**config.mk**
```make
export PLATFORM = sky130hd
export DESIGN_NAME = multilevel_ready_priority_queue
export DESIGN_NICKNAME = d
export VERILOG_FILES = /design/src/mrpq_pkg.sv /design/src/mrpq_cell.sv /design/src/multilevel_ready_priority_queue.sv
export VERILOG_INCLUDE_DIRS = /design/src /design/src/src
export SDC_FILE = /design/constraint.sdc
export NUM_CORES = 2
export LEC_CHECK = 0
export BUFFER_PORTS_ARGS = -buffer_cell sky130_fd_sc_hd__clkbuf_2
export CAP_MARGIN = 20
export CELL_PAD_IN_SITES_DETAIL_PLACEMENT = 1
export CELL_PAD_IN_SITES_GLOBAL_PLACEMENT = 1
export CORE_AREA = 2 2 351 353
export CTS_CLUSTER_SIZE = 14
export DETAILED_ROUTE_END_ITERATION = 8
export DIE_AREA = 0 0 353 355
export GPL_TIMING_DRIVEN = 1
export PLACE_DENSITY_LB_ADDON = 0.3
export REMOVE_ABC_BUFFERS = 1
export SYNTH_ARGS = -nofsm -noshare
export SYNTH_HDL_FRONTEND = slang
export SYNTH_HIERARCHICAL = 1
export SYNTH_SLANG_ARGS = --single-unit
```
**constraint.sdc**
```tcl
create_clock -name clock -period 4.85 [get_ports clock]
set_input_delay 0.7275 -clock clock [delete_from_list [all_inputs] [get_ports clock]]
set_output_delay 0.7275 -clock clock [all_outputs]
set_load 0.005 [all_outputs]
```
**src/multilevel_ready_priority_queue_assert.svh**
```systemverilog
// assertion macros for the multilevel ready priority queue
// no dependencies; taken in by the top level with `include
`ifndef MULTILEVEL_READY_PRIORITY_QUEUE_ASSERT_SVH
`define MULTILEVEL_READY_PRIORITY_QUEUE_ASSERT_SVH

// property checked on the rising clock edge, ignored while reset is high
`define MRPQ_ASSERT(label, clk, rst, prop, msg) \
   label: assert property (@(posedge clk) disable iff (rst) prop) else $error(msg);

// property checked on every rising clock edge, reset included
`define MRPQ_ASSERT_ALWAYS(label, clk, prop, msg) \
   label: assert property (@(posedge clk) prop) else $error(msg);

`endif

```
**src/mrpq_pkg.sv**
```systemverilog
// shared types and constants of the multilevel ready priority queue
// used by mrpq_cell and multilevel_ready_priority_queue
package mrpq_pkg;

   localparam logic [1:0] ST_INSERTED = 2'd0;
   localparam logic [1:0] ST_FULL     = 2'd1;
   localparam logic [1:0] ST_DEQUEUED = 2'd2;
   localparam logic [1:0] ST_EMPTY    = 2'd3;

   localparam logic MODE_INSERT  = 1'b0;
   localparam logic MODE_DEQUEUE = 1'b1;

   // command broadcast to every cell of the sorted chain
   typedef struct packed {
      logic insert;
      logic dequeue;
   } cell_ctl_type;

endpackage

```
**src/mrpq_cell.sv**
```systemverilog
// one cell of the sorted chain: holds a valid bit and one key
// depends on mrpq_pkg for the command struct
module mrpq_cell #(
   parameter int KEY_W = 7
) (
   input  logic                  clock,
   input  logic                  reset,
   input  mrpq_pkg::cell_ctl_type ctl,
   input  logic [KEY_W-1:0]      new_key,
   input  logic                  prev_valid,
   input  logic [KEY_W-1:0]      prev_key,
   input  logic                  prev_gt,
   input  logic                  next_valid,
   input  logic [KEY_W-1:0]      next_key,
   output logic                  valid,
   output logic [KEY_W-1:0]      key,
   output logic                  gt
);

   logic             valid_ff, valid_in;
   logic [KEY_W-1:0] key_ff, key_in;

   // new key belongs here or further up the chain; equal keys stay ahead
   assign gt = !valid_ff || (new_key < key_ff);

   always_comb begin
      valid_in = valid_ff;
      key_in   = key_ff;
      if (ctl.insert) begin
         if (gt && !prev_gt) begin
            valid_in = 1'b1;
            key_in   = new_key;
         end else if (gt) begin
            valid_in = prev_valid;
            key_in   = prev_key;
         end
      end else if (ctl.dequeue) begin
         valid_in = next_valid;
         key_in   = next_key;
      end
   end

   always_ff @(posedge clock) begin
      if (reset) begin
         valid_ff <= 1'b0;
      end else begin
         valid_ff <= valid_in;
      end
      key_ff <= key_in;
   end

   assign valid = valid_ff;
   assign key   = key_ff;

endmodule

```
**src/multilevel_ready_priority_queue.sv**
```systemverilog
// Multilevel ready priority queue: a sorted chain of CAPACITY cells, best
// entry in cell 0. An entry's key is its level above its process index, so
// level 0 wins and, within a level, the smallest process index wins.
// Request channel (req_): req_mode 0 inserts (req_level, req_proc_index),
// req_mode 1 removes the best entry. Levels and indexes out of range
// saturate to the top value. Each transfer gives exactly one response.
// Response channel (rsp_): rsp_status 0 inserted, 1 full, 2 dequeued,
// 3 empty, with the dequeued entry in rsp_out_level / rsp_out_proc_index
// (zero otherwise).
// The response is registered: it is valid in the cycle after the request transfer.
// Throughput: one request per cycle while req_stall is low; every cell compares
// the new key with its own, and those that move shift by one place in that cycle.
// A stalled response is held in the output register; a new request is
// taken in the cycle the response leaves, and req_stall is high while a
// response waits behind rsp_stall.
// Reset clears every cell's valid bit: the queue starts empty.
// depends on mrpq_pkg, mrpq_cell and multilevel_ready_priority_queue_assert.svh
`include "multilevel_ready_priority_queue_assert.svh"

module multilevel_ready_priority_queue #(
   parameter int CAPACITY   = 64,
   parameter int PROC_SLOTS = 32,
   parameter int LEVELS     = 4
) (
   input  logic       clock,
   input  logic       reset,
   input  logic       req_valid,
   output logic       req_stall,
   input  logic       req_mode,
   input  logic [1:0] req_level,
   input  logic [4:0] req_proc_index,
   output logic       rsp_valid,
   input  logic       rsp_stall,
   output logic [1:0] rsp_status,
   output logic [1:0] rsp_out_level,
   output logic [4:0] rsp_out_proc_index
);

   localparam int LW    = $clog2(LEVELS);
   localparam int PW    = $clog2(PROC_SLOTS);
   localparam int KEY_W = LW + PW;

   logic             req_xfer;
   logic             full, empty;
   int               lvl_sat, proc_sat;
   logic [KEY_W-1:0] new_key;
   mrpq_pkg::cell_ctl_type ctl;

   logic             cell_valid [CAPACITY];
   logic [KEY_W-1:0] cell_key   [CAPACITY];
   logic             cell_gt    [CAPACITY];

   logic       rsp_valid_ff, rsp_valid_in;
   logic [1:0] rsp_status_ff, rsp_status_in;
   logic [1:0] rsp_level_ff, rsp_level_in;
   logic [4:0] rsp_proc_ff, rsp_proc_in;

   assign req_stall = rsp_valid_ff && rsp_stall;
   assign req_xfer  = req_valid && !req_stall;

   assign full  = cell_valid[CAPACITY-1];
   assign empty = !cell_valid[0];

   always_comb begin
      lvl_sat  = (int'(req_level) >= LEVELS) ? LEVELS - 1 : int'(req_level);
      proc_sat = (int'(req_proc_index) >= PROC_SLOTS) ? PROC_SLOTS - 1
                                                      : int'(req_proc_index);
      new_key  = {LW'(lvl_sat), PW'(proc_sat)};
   end

   always_comb begin
      ctl.insert  = req_xfer && (req_mode == mrpq_pkg::MODE_INSERT) && !full;
      ctl.dequeue = req_xfer && (req_mode == mrpq_pkg::MODE_DEQUEUE) && !empty;
   end

   for (genvar i = 0; i < CAPACITY; i++) begin : g_cell
      logic             p_valid, p_gt, n_valid;
      logic [KEY_W-1:0] p_key, n_key;

      if (i == 0) begin : g_head
         assign p_valid = 1'b0;
         assign p_key   = '0;
         assign p_gt    = 1'b0;
      end else begin : g_mid
         assign p_valid = cell_valid[i-1];
         assign p_key   = cell_key[i-1];
         assign p_gt    = cell_gt[i-1];
      end

      if (i == CAPACITY - 1) begin : g_tail
         assign n_valid = 1'b0;
         assign n_key   = '0;
      end else begin : g_body
         assign n_valid = cell_valid[i+1];
         assign n_key   = cell_key[i+1];
      end

      mrpq_cell #(
         .KEY_W(KEY_W)
      ) u_cell (
         .clock     (clock),
         .reset     (reset),
         .ctl       (ctl),
         .new_key   (new_key),
         .prev_valid(p_valid),
         .prev_key  (p_key),
         .prev_gt   (p_gt),
         .next_valid(n_valid),
         .next_key  (n_key),
         .valid     (cell_valid[i]),
         .key       (cell_key[i]),
         .gt        (cell_gt[i])
      );
   end

   always_comb begin
      rsp_valid_in  = rsp_valid_ff && rsp_stall;
      rsp_status_in = rsp_status_ff;
      rsp_level_in  = rsp_level_ff;
      rsp_proc_in   = rsp_proc_ff;
      if (req_xfer) begin
         rsp_valid_in = 1'b1;
         rsp_level_in = '0;
         rsp_proc_in  = '0;
         if (req_mode == mrpq_pkg::MODE_INSERT) begin
            rsp_status_in = full ? mrpq_pkg::ST_FULL : mrpq_pkg::ST_INSERTED;
         end else if (empty) begin
            rsp_status_in = mrpq_pkg::ST_EMPTY;
         end else begin
            rsp_status_in = mrpq_pkg::ST_DEQUEUED;
            rsp_level_in  = 2'(cell_key[0][KEY_W-1:PW]);
            rsp_proc_in   = 5'(cell_key[0][PW-1:0]);
         end
      end
   end

   always_ff @(posedge clock) begin
      if (reset) begin
         rsp_valid_ff <= 1'b0;
      end else begin
         rsp_valid_ff <= rsp_valid_in;
      end
      rsp_status_ff <= rsp_status_in;
      rsp_level_ff  <= rsp_level_in;
      rsp_proc_ff   <= rsp_proc_in;
   end

   assign rsp_valid          = rsp_valid_ff;
   assign rsp_status         = rsp_status_ff;
   assign rsp_out_level      = rsp_level_ff;
   assign rsp_out_proc_index = rsp_proc_ff;

   // occupied cells stay packed at the head of the chain
   for (genvar j = 0; j < CAPACITY - 1; j++) begin : g_pack_chk
      `MRPQ_ASSERT(a_packed, clock, reset, cell_valid[j+1] |-> cell_valid[j],
                   "gap in the occupied cells")
   end

   `MRPQ_ASSERT(a_deq_hit, clock, reset,
                req_xfer && req_mode && !empty |=> rsp_status == mrpq_pkg::ST_DEQUEUED,
                "dequeue from a non-empty queue did not report an entry")
   `MRPQ_ASSERT(a_full_hold, clock, reset,
                req_xfer && !req_mode && full |=> full && rsp_status == mrpq_pkg::ST_FULL,
                "rejected insert changed the store or the status")
   `MRPQ_ASSERT(a_empty_zero, clock, reset,
                req_xfer && req_mode && empty |=> rsp_out_level == 2'd0 &&
                rsp_out_proc_index == 5'd0,
                "empty dequeue returned a non-zero entry")
   `MRPQ_ASSERT_ALWAYS(a_reset_clear, clock, reset |=> !rsp_valid && empty,
                       "reset left a response or an entry behind")

endmodule

```
==> impl_metrics.yaml <==
status:
  status: "finished, final reports clean"
die:
  rows: 128
  pin_count: 23
  die_h_um: 355
  initial_core_util: 0.398
  core_sq_um: 121000
  die_area_sq_um: 125000
  die_w_um: 353
min_path:
  whs_path_depth: 3
  hp-start: "req_valid"
  hold_end: "rsp_valid"
  hold_path.class: "input pin to register"
timing:
  final-hold-violation-count: 0
  setup_violations: 0
  skew_ps: 28.5
  finalCritPeriodShare: 0.645
  drv_slew: 0
  max_freq_mhz: 320
  slew_headroom: 0.418
  fin_tns_setup_ps: 0
  worstMarginPinSlew_ps: 873
  min_period_ps: 3130
  whs_ps: 308
  rsz0062_at_grt: "no"
clocking:
  ctsResizeCount: 0
  cts_setup_buffers: 0
  numCtsBuffers: 71
  clkLatencyLatePin_ps: 650
  hold_buffers: 0
  clock-sinks: 522
  cts_tree: "done"
  h-tree-depth: 3
  cts_buffer_depth: 3
  clockRootBuffer: "clkbuf_16"
  cts.clk_slew.worst_paths_ps: 60
synthesis:
  ys_warn_count: 6
  ys_seq_area_frac: 0.311
  ys_types: 29
  synthMostInstantiatedCell: "o211ai_1"
  synthCells: 5339
  synth_top_area_cell: "edfxtp_1"
  syn_avg_cell_area_sq_um: 9.06
  ys_ff_latch: 522
  syn-cell-area_sq_um: 48400
  synth.top_cell.area_share: 0.284
  yosys-top-cells-count: "o211ai_1, nor2b_1, nand2_1, edfxtp_1"
  synthArstFlopShare: 0
  synth_area_leaders: "edfxtp_1, o211ai_1, ha_1"
  synth_edf_count: 457
  synth-main-ff-cell: "edfxtp_1"
worst_setup_path:
  cp_common_cell: "o211ai_1"
  cpPeakStageDelay_ps: 530
  crit_arrival_ps: 3470
  crit_path_start_kind: "input pin"
  cp_top_family: "compound AO/OA/AOI/OAI gates"
  path_max_fanout: 35
  timing.rr.end: "g_cell[41].u_cell/key[2]"
  crit_buf_inv: 2
  reg2reg_from: "rsp_valid"
  worstSetupPathType: "input pin to register"
  ff2ff_path_depth: 9
  worst_path_max_delay_cell: "o21a_1"
  critPathCaptureType: "register"
  regToRegSetupSlack_ps: 1870
  cp.required_ps: 5190
  crit_chain: "buf_6, buf_4, ha_1, a31oi_2, o21a_1, nor2b_1, and2_1, o211ai_1, o211ai_1"
cells_and_area:
  fillers: 14100
  area_growth_pct: 8.50
  drive_gt1_frac: 0.112
  antenna_cells: 0
  nNetsFinal: 5686
grt:
  antenna_found_initial: 2
  grt_max_degree: 134
  grt_first_pass_wirelength_mm: 240
  grt_pass1_vias: 42400
  grt_overflow: 0
  track_usage: 0.232
routing:
  dr.pass1.iters: 5
  wire_per_inst_um: 21.3
  ant_nets: 0
  vias: 40800
  via_per_inst: 5.85
  drc: 0
  routed_wl_mm: 148
  drt-initial-drc-count: 2864
power_and_ir_drop:
  p_leak_nw: 19.5
  powerDensity_nw_per_um2: 276
  ir_worst_vdd_mv: 0.249
placement:
  place.gp.congestion: 0.790
  dp_hpwl_mm: 103
  port_buffers: 22
job:
  cap_violations: 0
[layout by cell type (no fill, tap or decap), drive strengths merged, types with 96 or more instances in the layout]
cell    netlist  layout
and2        449     449
nor2b       576     576
o211ai      896     896
nand2       512     512
inv         449     450
a21oi       449     449
buf         257      96
edfxtp      457     457
clkbuf        0     124
ha          384     384
a21o        192     192
[power by group]
group	internal, W	switching (W)	total, W
clock network	0.00314	0.00221	0.00535
logic	0.00123	0.00205	0.00329
registers	0.00539	0.000458	0.00584
total	0.00976	0.00472	0.0145
[metrics by stage]
step	cells	area (sq um)	utilization	power, W	setup WS, ps
4_1_cts	6974	52500	0.432	0.0146	1800
6_report	6974	52500	0.432	0.0145	1720
3_5_place_dp	6842	50200	0.413	0.00920	1120
3_3_place_gp	6842	50200	0.413	0.00906	1150
5_1_grt	6974	52500	0.432	0.0152	1590
2_1_floorplan	5107	46900	-	0.00883	-33170
[worst max-delay path by stage]
stage | startpoint | to | slack, ps | cells past startpoint
6_report | req_proc_index[1] | g_cell[46].u_cell/key[2] | 1720 | 9
5_1_grt | req_proc_index[1] | g_cell[46].u_cell/key[2] | 1590 | 9
4_1_cts | req_proc_index[1] | g_cell[46].u_cell/key[2] | 1800 | 9
3_5_place_dp | req_proc_index[1] | g_cell[46].u_cell/key[2] | 1120 | 9
3_3_place_gp | req_proc_index[1] | g_cell[46].u_cell/key[2] | 1150 | 9
2_1_floorplan | req_valid | g_cell[0].u_cell/key[0] | -33170 | 3
[flip-flops by register name (all words and copies together), names as in the netlist]
register	cells
rsp_valid	1
rsp_status	2
rsp_out_proc_index	5
rsp_out_level	2
g_cell.u_cell/key	448
g_cell.u_cell/valid	64
[cell families (layout without fill, tap and decap cells)]
group / Yosys count / in the layout / share of synthesized area
mux: 65 / 65 / 0.0151
compound gates: 1858 / 1858 / 0.288
fa+ha+maj: 384 / 384 / 0.0993
other cells: 1 / 26 / 0.0000775
simple gates: 1803 / 1803 / 0.220
flops: 522 / 522 / 0.311
buf+inv: 706 / 691 / 0.0665
[final cells by class]
cell class	count	area [sq um]	area share
sequential	522	15000	0.286
multi-input combinational	4136	30200	0.576
tap	1625	2030	0.0387
timing repair buffer	110	1200	0.0228
inverter	449	1690	0.0321
clock buffer	110	2140	0.0408
clock inverter	22	166	0.00317
[worst reg2reg max path, stage by stage (launching register included)]
cell	delay [ps]
dfxtp_1	330
a21boi_2	130
buf_4	200
nor3b_4	600
buf_12	330
buf_12	340
nor2b_1	430
and2_1	190
o211ai_1	90
o211ai_1	140
[layer usage]
metal,GRT usage,vias to the layer above,part of all wire
li1,-,19500,-
met1,0.313,20500,0.47
met3,0.0230,196,0.027
met5,0,-,0
met4,0.0617,0,0.023
met2,0.397,619,0.48
Power figures use the tool's default switching activity.
